===== config.mk =====
export PLATFORM = sky130hd
export DESIGN_NAME = trimmed_mean_sensor_normalizer
export DESIGN_NICKNAME = d
export VERILOG_FILES = /design/src/design/tmsn_pkg.sv /design/src/design/tmsn_controller.sv /design/src/design/tmsn_datapath.sv /design/src/design/trimmed_mean_sensor_normalizer.sv
export VERILOG_INCLUDE_DIRS = /design/src /design/src/design
export SDC_FILE = /design/constraint.sdc
export NUM_CORES = 1
export LEC_CHECK = 0
export BUFFER_PORTS_ARGS = -buffer_cell sky130_fd_sc_hd__clkbuf_2
export CORE_AREA = 5 5 273 275
export DETAILED_ROUTE_END_ITERATION = 8
export DIE_AREA = 0 0 278 280
export SLEW_MARGIN = 20
export SYNTH_ARGS = -nofsm -noshare
export SYNTH_HDL_FRONTEND = slang
export SYNTH_SLANG_ARGS = --single-unit

===== constraint.sdc =====
create_clock -name clock -period 11.1 [get_ports clock]
set_clock_uncertainty 0.1 [all_clocks]
set_input_delay 3.33 -clock clock [delete_from_list [all_inputs] [get_ports clock]]
set_output_delay 3.33 -clock clock [all_outputs]
set_load 0.02 [all_outputs]

===== src/design/assert_macros.svh =====
// Assertion macros for the RTL.
`ifndef ASSERT_MACROS_SVH
`define ASSERT_MACROS_SVH
`ifndef SYNTHESIS
`define TMSN_ASSERT(name, clk, rst, prop) \
   name: assert property (@(posedge clk) disable iff (rst) prop) \
      else $error("assertion failed");
`define TMSN_ASSERT_NEVER(name, clk, rst, expr) \
   name: assert property (@(posedge clk) disable iff (rst) !(expr)) \
      else $error("forbidden condition seen");
`else
`define TMSN_ASSERT(name, clk, rst, prop)
`define TMSN_ASSERT_NEVER(name, clk, rst, expr)
`endif
`endif


===== src/design/tmsn_pkg.sv =====
`default_nettype none
package tmsn_pkg;

   localparam int TRIM_COUNT_DEF = 10;
   localparam int CHANNELS_DEF   = 8;

   localparam int CH_W       = 3;
   localparam int SAMPLE_W   = 12;
   localparam int SUM_W      = 16;
   localparam int CNT_W      = 4;
   localparam int GAIN_W     = 10;
   localparam int FS_W       = 13;
   localparam int CLAMP_W    = 10;
   localparam int NORM_W     = 10;
   localparam int CSR_IDX_W  = 2;
   localparam int CSR_DATA_W = 13;

   localparam int PROD_W    = SAMPLE_W + GAIN_W;
   localparam int DIV_STEPS = PROD_W;
   localparam int DIV_CNT_W = $clog2(DIV_STEPS + 1);

   localparam logic [GAIN_W-1:0]   GAIN_RESET  = GAIN_W'(100);
   localparam logic [FS_W-1:0]     FS_RESET    = FS_W'(4095);
   localparam logic [CLAMP_W-1:0]  CLAMP_RESET = CLAMP_W'(210);
   localparam logic [SAMPLE_W-1:0] MIN_RESET   = SAMPLE_W'(4095);

   typedef struct packed {
      logic accept;
      logic trim_load;
      logic div_load_norm;
      logic div_step;
      logic mean_cap;
      logic out_load;
   } tmsn_cmd_type;

   typedef struct packed {
      logic group_done;
      logic div_last;
      logic fs_zero;
      logic out_free;
   } tmsn_sts_type;

endpackage
`default_nettype wire


===== src/design/tmsn_controller.sv =====
`default_nettype none
module tmsn_controller (
   input  logic                   clock,
   input  logic                   reset,
   input  logic                   req_valid,
   output logic                   req_stall,
   input  tmsn_pkg::tmsn_sts_type sts,
   output tmsn_pkg::tmsn_cmd_type cmd
);
   import tmsn_pkg::*;

   typedef enum logic [4:0] {
      S_IDLE      = 5'b00001,
      S_MEAN_CAP  = 5'b00010,
      S_NORM_LOAD = 5'b00100,
      S_DIV_NORM  = 5'b01000,
      S_EMIT      = 5'b10000
   } state_type;

   state_type state_ff;
   state_type state_in;

   always_comb begin
      cmd      = '0;
      state_in = state_ff;
      unique case (state_ff)
         S_IDLE: begin
            cmd.accept = req_valid;
            if (req_valid && sts.group_done) begin
               cmd.trim_load = 1'b1;
               state_in      = S_MEAN_CAP;
            end
         end
         S_MEAN_CAP: begin
            cmd.mean_cap = 1'b1;
            state_in     = S_NORM_LOAD;
         end
         S_NORM_LOAD: begin
            if (sts.fs_zero) begin
               state_in = S_EMIT;
            end else begin
               cmd.div_load_norm = 1'b1;
               state_in          = S_DIV_NORM;
            end
         end
         S_DIV_NORM: begin
            cmd.div_step = 1'b1;
            if (sts.div_last) begin
               state_in = S_EMIT;
            end
         end
         S_EMIT: begin
            if (sts.out_free) begin
               cmd.out_load = 1'b1;
               state_in     = S_IDLE;
            end
         end
         default: begin
            state_in = S_IDLE;
         end
      endcase
   end

   assign req_stall = (state_ff != S_IDLE);

   always_ff @(posedge clock) begin
      if (reset) begin
         state_ff <= S_IDLE;
      end else begin
         state_ff <= state_in;
      end
   end

endmodule
`default_nettype wire


===== src/design/tmsn_datapath.sv =====
`default_nettype none
`include "assert_macros.svh"
module tmsn_datapath #(
   parameter int TRIM_COUNT = tmsn_pkg::TRIM_COUNT_DEF,
   parameter int CHANNELS   = tmsn_pkg::CHANNELS_DEF
) (
   input  logic                              clock,
   input  logic                              reset,
   input  tmsn_pkg::tmsn_cmd_type            cmd,
   output tmsn_pkg::tmsn_sts_type            sts,
   input  logic [tmsn_pkg::CH_W-1:0]         req_channel,
   input  logic [tmsn_pkg::SAMPLE_W-1:0]     req_sample,
   input  logic                              csr_valid,
   input  logic [tmsn_pkg::CSR_IDX_W-1:0]    csr_index,
   input  logic [tmsn_pkg::CSR_DATA_W-1:0]   csr_wdata,
   output logic                              rsp_valid,
   input  logic                              rsp_stall,
   output logic [tmsn_pkg::CH_W-1:0]         rsp_out_channel,
   output logic [tmsn_pkg::SAMPLE_W-1:0]     rsp_mean_value,
   output logic [tmsn_pkg::NORM_W-1:0]       rsp_normalized
);
   import tmsn_pkg::*;

   localparam int DEPTH = (CHANNELS < (1 << CH_W)) ? CHANNELS : (1 << CH_W);
   localparam int IDX_W = (DEPTH > 1) ? $clog2(DEPTH) : 1;
   localparam logic [CNT_W-1:0] GROUP_LEN = CNT_W'(TRIM_COUNT + 2);

   // The trimmed sum is divided by TRIM_COUNT through a multiplication by a rounded-up
   // reciprocal, which is exact for every dividend of SUM_W bits.
   localparam int MEAN_SHIFT  = SUM_W + $clog2(TRIM_COUNT);
   localparam int MEAN_PROD_W = 2 * SUM_W + 1;
   localparam int MEAN_TOP    = MEAN_SHIFT + SAMPLE_W;
   localparam logic [SUM_W:0] MEAN_RECIP =
      (SUM_W + 1)'(((1 << MEAN_SHIFT) + TRIM_COUNT - 1) / TRIM_COUNT);

   localparam logic [CSR_IDX_W-1:0] CSR_GAIN       = CSR_IDX_W'(0);
   localparam logic [CSR_IDX_W-1:0] CSR_FULL_SCALE = CSR_IDX_W'(1);
   localparam logic [CSR_IDX_W-1:0] CSR_CLAMP_HIGH = CSR_IDX_W'(2);

   logic [GAIN_W-1:0]  gain_ff;
   logic [FS_W-1:0]    fs_ff;
   logic [CLAMP_W-1:0] clamp_ff;

   logic [SUM_W-1:0]    sum_ff [DEPTH];
   logic [SAMPLE_W-1:0] max_ff [DEPTH];
   logic [SAMPLE_W-1:0] min_ff [DEPTH];
   logic [CNT_W-1:0]    cnt_ff [DEPTH];

   logic                ch_valid;
   logic [IDX_W-1:0]    idx;
   logic [SUM_W-1:0]    sum_in;
   logic [SAMPLE_W-1:0] max_in;
   logic [SAMPLE_W-1:0] min_in;
   logic [CNT_W-1:0]    cnt_in;
   logic                complete;
   logic [SUM_W-1:0]    trimmed;

   logic [SUM_W-1:0]       trim_ff;
   logic [MEAN_PROD_W-1:0] mean_prod;

   logic [PROD_W-1:0]    quo_ff;
   logic [FS_W-1:0]      rem_ff;
   logic [FS_W-1:0]      den_ff;
   logic [DIV_CNT_W-1:0] dcnt_ff;
   logic [FS_W:0]        rem_sh;
   logic [FS_W:0]        diff;
   logic                 ge;

   logic [CH_W-1:0]     chan_ff;
   logic [SAMPLE_W-1:0] mean_ff;
   logic [NORM_W-1:0]   norm_value;

   logic                rsp_valid_ff;
   logic [CH_W-1:0]     rsp_channel_ff;
   logic [SAMPLE_W-1:0] rsp_mean_ff;
   logic [NORM_W-1:0]   rsp_norm_ff;

   always_ff @(posedge clock) begin
      if (reset) begin
         gain_ff  <= GAIN_RESET;
         fs_ff    <= FS_RESET;
         clamp_ff <= CLAMP_RESET;
      end else if (csr_valid) begin
         unique case (csr_index)
            CSR_GAIN:       gain_ff  <= csr_wdata[GAIN_W-1:0];
            CSR_FULL_SCALE: fs_ff    <= csr_wdata[FS_W-1:0];
            CSR_CLAMP_HIGH: clamp_ff <= csr_wdata[CLAMP_W-1:0];
            default: begin
            end
         endcase
      end
   end

   always_comb begin
      ch_valid = ({1'b0, req_channel} < (CH_W + 1)'(DEPTH));
      idx      = req_channel[IDX_W-1:0];
      sum_in   = sum_ff[idx] + SUM_W'(req_sample);
      max_in   = (req_sample > max_ff[idx]) ? req_sample : max_ff[idx];
      min_in   = (req_sample < min_ff[idx]) ? req_sample : min_ff[idx];
      cnt_in   = cnt_ff[idx] + CNT_W'(1);
      complete = ch_valid && (cnt_in >= GROUP_LEN);
      trimmed  = sum_in - SUM_W'(max_in) - SUM_W'(min_in);
   end

   always_ff @(posedge clock) begin
      if (reset) begin
         for (int i = 0; i < DEPTH; i++) begin
            sum_ff[i] <= '0;
            max_ff[i] <= '0;
            min_ff[i] <= MIN_RESET;
            cnt_ff[i] <= '0;
         end
      end else if (cmd.accept && ch_valid) begin
         if (complete) begin
            sum_ff[idx] <= '0;
            max_ff[idx] <= '0;
            min_ff[idx] <= MIN_RESET;
            cnt_ff[idx] <= '0;
         end else begin
            sum_ff[idx] <= sum_in;
            max_ff[idx] <= max_in;
            min_ff[idx] <= min_in;
            cnt_ff[idx] <= cnt_in;
         end
      end
   end

   always_comb begin
      mean_prod = MEAN_PROD_W'(trim_ff) * MEAN_PROD_W'(MEAN_RECIP);
   end

   // Restoring divider for the normalisation, one quotient bit per cycle.
   always_comb begin
      rem_sh = {rem_ff, quo_ff[PROD_W-1]};
      diff   = rem_sh - {1'b0, den_ff};
      ge     = (rem_sh >= {1'b0, den_ff});
   end

   always_ff @(posedge clock) begin
      if (reset) begin
         dcnt_ff <= '0;
      end else if (cmd.div_load_norm) begin
         dcnt_ff <= '0;
      end else if (cmd.div_step) begin
         dcnt_ff <= dcnt_ff + DIV_CNT_W'(1);
      end
   end

   always_ff @(posedge clock) begin
      if (cmd.div_load_norm) begin
         quo_ff <= PROD_W'(mean_ff) * PROD_W'(gain_ff);
         rem_ff <= '0;
         den_ff <= fs_ff;
      end else if (cmd.div_step) begin
         quo_ff <= {quo_ff[PROD_W-2:0], ge};
         rem_ff <= ge ? diff[FS_W-1:0] : rem_sh[FS_W-1:0];
      end
   end

   always_ff @(posedge clock) begin
      if (cmd.trim_load) begin
         chan_ff <= req_channel;
         trim_ff <= trimmed;
      end
      if (cmd.mean_cap) begin
         mean_ff <= mean_prod[MEAN_SHIFT +: SAMPLE_W];
      end
   end

   always_comb begin
      if (fs_ff == '0) begin
         norm_value = NORM_W'(clamp_ff);
      end else if (quo_ff > PROD_W'(clamp_ff)) begin
         norm_value = NORM_W'(clamp_ff);
      end else begin
         norm_value = quo_ff[NORM_W-1:0];
      end
   end

   always_ff @(posedge clock) begin
      if (reset) begin
         rsp_valid_ff <= 1'b0;
      end else if (cmd.out_load) begin
         rsp_valid_ff <= 1'b1;
      end else if (!rsp_stall) begin
         rsp_valid_ff <= 1'b0;
      end
   end

   always_ff @(posedge clock) begin
      if (cmd.out_load) begin
         rsp_channel_ff <= chan_ff;
         rsp_mean_ff    <= mean_ff;
         rsp_norm_ff    <= norm_value;
      end
   end

   assign sts.group_done = complete;
   assign sts.div_last   = (dcnt_ff == DIV_CNT_W'(DIV_STEPS - 1));
   assign sts.fs_zero    = (fs_ff == '0);
   assign sts.out_free   = !rsp_valid_ff || !rsp_stall;

   assign rsp_valid       = rsp_valid_ff;
   assign rsp_out_channel = rsp_channel_ff;
   assign rsp_mean_value  = rsp_mean_ff;
   assign rsp_normalized  = rsp_norm_ff;

   `TMSN_ASSERT(a_load_only_when_free, clock, reset, cmd.out_load |-> sts.out_free)
   `TMSN_ASSERT_NEVER(a_div_overrun, clock, reset, cmd.div_step && (dcnt_ff >= DIV_CNT_W'(DIV_STEPS)))
   `TMSN_ASSERT(a_mean_fits, clock, reset, cmd.mean_cap |-> (mean_prod[MEAN_PROD_W-1:MEAN_TOP] == '0))
   `TMSN_ASSERT(a_norm_clamped, clock, reset, rsp_valid_ff |-> (rsp_norm_ff <= NORM_W'(clamp_ff)))

endmodule
`default_nettype wire


===== src/design/trimmed_mean_sensor_normalizer.sv =====
`default_nettype none
// A sample that completes a group gives its result after the mean capture, the division
// for the normalisation and the output load; the division is skipped when full_scale is
// zero. Other samples are taken one per cycle; a completing one holds the input until its
// result is loaded, plus any output stall. The restoring divider yields one bit per cycle.
// Reset is synchronous: the configuration registers return to their defaults and all channels are cleared.
module trimmed_mean_sensor_normalizer #(
   parameter int TRIM_COUNT = tmsn_pkg::TRIM_COUNT_DEF,
   parameter int CHANNELS   = tmsn_pkg::CHANNELS_DEF
) (
   input  logic                            clock,
   input  logic                            reset,
   input  logic                            req_valid,
   output logic                            req_stall,
   input  logic [tmsn_pkg::CH_W-1:0]       req_channel,
   input  logic [tmsn_pkg::SAMPLE_W-1:0]   req_sample,
   output logic                            rsp_valid,
   input  logic                            rsp_stall,
   output logic [tmsn_pkg::CH_W-1:0]       rsp_out_channel,
   output logic [tmsn_pkg::SAMPLE_W-1:0]   rsp_mean_value,
   output logic [tmsn_pkg::NORM_W-1:0]     rsp_normalized,
   input  logic                            csr_valid,
   output logic                            csr_ready,
   input  logic [tmsn_pkg::CSR_IDX_W-1:0]  csr_index,
   input  logic [tmsn_pkg::CSR_DATA_W-1:0] csr_wdata
);
   import tmsn_pkg::*;

   tmsn_cmd_type cmd;
   tmsn_sts_type sts;

   assign csr_ready = 1'b1;

   tmsn_controller u_controller (
      .clock     (clock),
      .reset     (reset),
      .req_valid (req_valid),
      .req_stall (req_stall),
      .sts       (sts),
      .cmd       (cmd)
   );

   tmsn_datapath #(
      .TRIM_COUNT (TRIM_COUNT),
      .CHANNELS   (CHANNELS)
   ) u_datapath (
      .clock           (clock),
      .reset           (reset),
      .cmd             (cmd),
      .sts             (sts),
      .req_channel     (req_channel),
      .req_sample      (req_sample),
      .csr_valid       (csr_valid),
      .csr_index       (csr_index),
      .csr_wdata       (csr_wdata),
      .rsp_valid       (rsp_valid),
      .rsp_stall       (rsp_stall),
      .rsp_out_channel (rsp_out_channel),
      .rsp_mean_value  (rsp_mean_value),
      .rsp_normalized  (rsp_normalized)
   );

endmodule
`default_nettype wire


# After elaboration in Yosys (flattened, before gate mapping)
# Memory sizes are Yosys's and may differ from the RTL's.
# Cells that the tools add are included.
# word_totals
register_bits	148
mem_bits_rw	352
in_bits	35
output_inout_bits	28
elab_cells	113
mem_count	4
# op_classes
addsub	6
n_mul	2
n_lt_le_gt_ge	5
n_eq_ne	13
mux	48
bitwise_logic	4
n_reduce_logical	16
# mem_list
memory	depth	width	read_ports	rd_clocked_by_memory_dff	write_ports	line	rtl
u_datapath.sum_ff	8	16	1	0	8	tmsn_datapath.sv:44	logic [SUM_W-1:0] sum_ff [DEPTH];
u_datapath.max_ff	8	12	1	0	8	tmsn_datapath.sv:45	logic [SAMPLE_W-1:0] max_ff [DEPTH];
u_datapath.min_ff	8	12	1	0	8	tmsn_datapath.sv:46	logic [SAMPLE_W-1:0] min_ff [DEPTH];
u_datapath.cnt_ff	8	4	1	0	8	tmsn_datapath.sv:47	logic [CNT_W-1:0] cnt_ff [DEPTH];
# ops
cell	count
two-way mux 12 bit	6
two-way mux 22 bit	2
two-way mux 16 bit	2
subtractor 16 x 12 -> 16 bit	2
multiplier 16 x 16 -> 31 bit (second input constant)	1
one-hot mux 5 bit (5 select lines)	1
OR reduction 12 bit	2
two-way mux 1 bit	23
greater-than comparator 22 x 10 -> 1 bit	1
multiplier 12 x 10 -> 22 bit	1
two-way mux 10 bit	2
two-way mux 5 bit	4
adder 16 x 12 -> 16 bit	1
OR reduction 16 bit	1
>= comparator 14 x 13 -> 1 bit	1
logical NOT 13 bit	1
two-way mux 13 bit	1
subtractor 13 bit	1
greater-than comparator 12 bit	1
< comparator 12 bit	1
two-way mux 3 bit	4
== test 5 bit (second input constant)	2
two-way mux 4 bit	2
AND reduction 2 bit	3
other kinds (22)	28

# Logic depth before layout (Yosys ltp)
# An unclocked memory read counts as a cell.
# logic_depth
ltp_word	12
mapped_depth	30
mapped_depth_nobuf	25

# Hierarchy
# Synthesis repeated with hierarchy kept, for this count alone.
# unflattened
cells_unflattened	2824
hier_area_um2	32085.8
# modules_own_cells
module	instances	cells_each	area_each_um2	seq_area_each_um2
tmsn_datapath	1	2783	31742.9	14343.8
tmsn_controller	1	39	331.6	100.1
trimmed_mean_sensor_normalizer	1	2	11.3	0.0

# Worst setup path after synthesis
# No wires, ideal clock.
# synth_path
path_type	input to register
from	in req_channel[0] (netlist bit)
to	reg u_datapath.trim_ff[15] (data pin)
setup_ps	270
arrival_time_ps	9329
required_ps	10730
slack_ps	1401
cell_stages	26
n_path_buf	5
path_cell_list	buf_4 buf_4 buf_2 buf_2 mux4_2 mux2i_1 ha_1 a21o_1 a21o_1 a21o_1 a21oi_1 a2bb2oi_1 a211o_1 buf_1 mux2i_1 inv_1 fa_1 inv_1 ha_1 o21a_1 a2111oi_0 o21a_1 o31a_1 o21ai_0 nand3b_1 xor2_1
# synth_between
elab_chain_cells	5
word_cells_on_any_way	10
cone_classes	add/sub: 3; order compare: 2; mux: 2; memory: 3
# synth_rtl
element	line	rtl
start: declaration	trimmed_mean_sensor_normalizer.sv:15	input logic [tmsn_pkg::CH_W-1:0] req_channel,
memory read (8 x 12 bit)	--	
greater-than comparator 12 bit	tmsn_datapath.sv:98	max_in = (req_sample > max_ff[idx]) ? req_sample : max_ff[idx];
two-way mux 12 bit	tmsn_datapath.sv:98	
subtractor 16 x 12 -> 16 bit	tmsn_datapath.sv:102	trimmed = sum_in - SUM_W'(max_in) - SUM_W'(min_in);
subtractor 16 x 12 -> 16 bit *	tmsn_datapath.sv:102	
via u_datapath.trimmed[15]	tmsn_datapath.sv:56	logic [SUM_W-1:0] trimmed;
end signal: assignment	tmsn_datapath.sv:163	trim_ff <= trimmed;
end: declaration	tmsn_datapath.sv:58	logic [SUM_W-1:0] trim_ff;
# The timed path passes the listed nets; every way through them passes the cells marked *.
# A chain may end at the register's enable or synchronous reset.

# Final worst setup path
# layout_path
from	in req_channel[2] (netlist bit)
to	reg u_datapath.trim_ff[15] (data pin)
# Same word-level chain as after synthesis.

==> impl_metrics.sql <==
INSERT INTO impl_metrics (metric_group, metric, value, unit) VALUES
('sta', 'rsz0062_at_grt', 'no', ''),
('synth', 'synth_enable_flop_cells', '443', ''),
('floorplanning', 'die-height', '280', 'um'),
('sta', 'final-max-slew-violation-count', '0', ''),
('placement', 'portBuffers', '61', ''),
('worst_setup_path', 'rr_worst_depth', '19', ''),
('global_route', 'grt_util_all_layers', '22.1', '%'),
('power', 'power.static_leakage', '14.5', 'nW'),
('synth', 'synth_cell_type_count', '78', ''),
('synth', 'synthArstFlopShare', '0', '%'),
('drt', 'route.detailed.vias_per_inst', '5.57', ''),
('global_route', 'pin_count_of_the_biggest_net_entering_global_routing', '54', ''),
('synth', 'mappedNetlistArea', '0.0319', 'mm2'),
('synth', 'post_synth_inst_count', '2855', ''),
('synth', 'postSynthAreaPerCell', '11.2', 'um2'),
('worst_setup_path', 'critical_path.max_fanout', '25', ''),
('floorplanning', 'start_util', '44.2', '%'),
('floorplanning', 'placeableCoreArea', '0.0721', 'mm2'),
('clock_tree', 'htree_num_levels', '2', ''),
('worst_setup_path', 'regToRegSetupSlack', '4380', 'ps'),
('worst_setup_path', 'cp-end-kind', 'flip-flop', ''),
('floorplanning', 'number_of_core_rows', '99', ''),
('min_path', 'hold_endpoint', 'u_datapath.rsp_out_channel[1]', ''),
('placement', 'place_congestion', '0.936', ''),
('worst_setup_path', 'crit_path_start_kind', 'input port', ''),
('clock_tree', 'clock_latency', '620', 'ps'),
('layout', 'design.final.nets', '3366', ''),
('worst_setup_path', 'r2r-start', 'u_datapath.max_ff[6][6]', ''),
('floorplanning', 'num_io_pins', '63', ''),
('min_path', 'hold_path_startpoint', 'u_datapath.chan_ff[1]', ''),
('sta', 'timing.fmax', '0.0997', 'GHz'),
('clock_tree', 'clock_path_buffers', '3', ''),
('clock_tree', 'post_cts_resize_count', '0', ''),
('run_status', 'status', 'complete, no violations', ''),
('sta', 'tightestPinTransition', '1080', 'ps'),
('drt', 'detail_route.iter0.violations', '1856', ''),
('clock_tree', 'tritoncts_clock_tree', 'done', ''),
('worst_setup_path', 'cp_data_required_time', '11330', 'ps'),
('power', 'power_per_cell_area', '244', 'mW/mm2'),
('sta', 'max_slew_margin', '27.9', '%'),
('clock_tree', 'number_of_buffers_inserted_to_repair_setup_after_cts', '0', ''),
('sta', 'post_route_clock_period_utilization', '90.4', '%'),
('drt', 'drtPass1Iterations', '5', ''),
('drt', 'vias', '21798', ''),
('synth', 'mappedNetlistNets', '3317', ''),
('drt', 'avgRoutedWirePerCell', '22.2', 'um'),
('clock_tree', 'cts_sinks', '500', ''),
('clock_tree', 'clk_pin_slew_worst_paths', '60', 'ps'),
('sta', 'worst_slack', '1070', 'ps'),
('layout', 'drive_gt1_share', '10.6', '%'),
('flow_run', 'cap_violations', '0', ''),
('drt', 'route.detailed.drc', '0', ''),
('placement', 'dp.final_hpwl', '61.0', 'mm'),
('global_route', 'global_route.overflow_total', '0', ''),
('min_path', 'min_path_cells', '0', ''),
('sta', 'period_minus_slack', '10030', 'ps'),
('placement', 'detailed_place.area', '0.0333', 'mm2'),
('sta', 'setup_tns', '0', 'ps'),
('floorplanning', 'floorplan.die_area', '0.0778', 'mm2'),
('layout', 'area_growth_syn_to_layout', '9.86', '%'),
('sta', 'whs', '330', 'ps'),
('clock_tree', 'hold_buffers', '0', ''),
('sta', 'timing.final.setup_violations', '0', ''),
('layout', 'fillerInstances', '6573', ''),
('global_route', 'number_of_antenna_violations_at_the_first_check_in_global_routing', '2', ''),
('power', 'worst_ir_drop_vdd', '0.000359', 'V'),
('synth', 'postSynthRegisterBits', '500', ''),
('drt', 'postRouteWirelength', '86.8', 'mm'),
('global_route', 'grt_first_pass_wirelength', '133', 'mm'),
('min_path', 'worst_hold_path_type', 'reg2reg', ''),
('global_route', 'first_global_vias', '22579', ''),
('synth', 'postSynth.topFlopCell', 'edfxtp_1', ''),
('clock_tree', 'clockRootBuffer', 'clkbuf_16', ''),
('worst_setup_path', 'category_of_the_most_critical_setup_path', 'in2reg', ''),
('worst_setup_path', 'timing.rr.end', 'u_datapath.trim_ff[15]', ''),
('layout', 'final_cell_area', '0.0350', 'mm2'),
('clock_tree', 'cts_made_buffers', '55', ''),
('synth', 'yosysSeqAreaShare', '45.3', '%'),
('placement', 'dp_worst_setup_slack', '475', 'ps'),
('sta', 'timing_hold_violations_final', '0', ''),
('worst_setup_path', 'worst_ep_arrival', '10260', 'ps'),
('synth', 'yosys_warnings', '0', ''),
('drt', 'antenna_violating_nets_post_route', '0', ''),
('floorplanning', 'die_wd', '278', 'um');
[Yosys cell counts, types with 47 or more instances]
library cell	instances	area (um2)
edfxtp_1	443	13300
o21ai_0	56	280
inv_1	336	1260
mux2i_1	49	490
a21oi_1	75	375
a22oi_1	47	353
and2_1	72	450
clkbuf_1	63	236
mux2_2	47	529
fa_1	171	3420
nand2_1	309	1160
nor2_1	335	1260
dfxtp_1	57	1140
ha_1	256	3200
[cell type report]
class	instances	area [um2]	share of cell area [%]
Timing Repair Buffer	111	686	1.96
Multi-Input combinational cell	1897	15700	44.7
Antenna cell	2	5.00	0.0143
Tap cell	959	1200	3.43
Clock buffer	76	1540	4.39
Clock inverter	28	215	0.615
Inverter	339	1270	3.63
Sequential cell	500	14400	41.2
[placed cells by master (no fill, tap or decap), types with 9 or more instances in the layout]
cell and instances:
a21o_1 30, xor2_1 40, nor2_1 333, nor2b_1 15, mux4_2 29, clkbuf_2 59
inv_1 336, buf_4 52, xnor2_1 32, o21ai_0 56, a22oi_1 47, o21bai_1 10
clkbuf_1 14, edfxtp_1 443, nand3_1 33, clkbuf_16 56, mux2_2 47, nand3b_1 17
o211ai_1 9, and3_1 13, nand4_1 26, ha_1 256, o21a_1 14, dfxtp_1 57
nor3_1 30, clkinv_1 9, a221oi_1 23, a211o_1 9, a211oi_1 9, and2_1 72
a21oi_1 74, mux2i_1 49, clkinv_2 12, fa_1 171, nand2_1 309
[report_power, final]
| part | leakage (nW) | switching [mW] | internal (mW) |
|---|---|---|---|
| Clock | 0.873 | 0.764 | 1.02 |
| Combinational | 9.05 | 2.57 | 1.87 |
| Sequential | 4.63 | 0.0531 | 2.29 |
| Total | 14.5 | 3.38 | 5.18 |
[metrics by stage]
stage	cells	util, %	power (mW)
global route	3911	48.6	9.36
finish	3912	48.6	8.56
floorplan	2855	-	5.72
detailed placement	3806	46.1	6.85
CTS	3910	48.6	8.66
global placement	3806	46.1	6.75
[layer usage]
metal | part of all wire [%] | global-route usage [%] | up-vias
met5 | 0.015 | 0 | -
met4 | 3.7 | 7.52 | 2
met3 | 6.4 | 3.90 | 190
met2 | 48 | 37.1 | 733
met1 | 42 | 29.3 | 10885
li1 | - | - | 9988
[logic make-up after synthesis]
| kind of cell | Yosys count | synth area share (%) |
|---|---|---|
| AND/OR/NAND/NOR | 909 | 13.0 |
| flip-flops | 500 | 45.3 |
| buffers and inverters | 458 | 5.77 |
| adder cells (fa/ha/maj) | 427 | 20.8 |
| AO/OA/AOI/OAI | 360 | 7.77 |
| multiplexers | 125 | 5.25 |
| XOR/XNOR | 75 | 2.13 |
| other | 1 | 0.0118 |
[worst max-delay path: stages]
cell	delay (ps)
clkbuf_2	620
nor2_1	470
a221o_1	400
a221oi_1	730
ha_1	390
a21o_1	160
a21o_1	170
a21oi_1	140
a2bb2oi_1	180
a211o_1	560
mux2_2	490
fa_1	460
ha_1	340
o21a_1	230
a2111oi_0	630
o21a_1	250
o31a_1	180
o21ai_0	140
nand3b_1	190
xor2_1	170
[how the worst max path moves through the flow]
| stage | from | to |
|---|---|---|
| final | req_channel[2] | u_datapath.trim_ff[15] |
| after floorplan | req_channel[0] | u_datapath.trim_ff[15] |
| after detailed placement | req_channel[2] | u_datapath.trim_ff[15] |
| after global routing | req_channel[2] | u_datapath.trim_ff[15] |
| after global placement | req_channel[2] | u_datapath.trim_ff[15] |
| after CTS | req_channel[2] | u_datapath.trim_ff[15] |
[state kept, by name (all words and copies together) (netlist names)]
register and count:
u_datapath.cnt_ff 32, u_datapath.rsp_out_channel 3, u_datapath.min_ff 96, u_datapath.max_ff 96, u_datapath.mean_ff 12, u_datapath.den_ff 13
u_datapath.quo_ff 22, u_datapath.dcnt_ff 5, u_datapath.rsp_valid 1, u_datapath.trim_ff 16, u_datapath.rsp_mean_value 12, u_controller.state_ff 5
u_datapath.fs_ff 13, u_datapath.rem_ff 13, u_datapath.sum_ff 128, u_datapath.chan_ff 3, u_datapath.gain_ff 10, u_datapath.rsp_normalized 10
u_datapath.clamp_ff 10
Note: power is estimated with default switching activity, not from simulation.
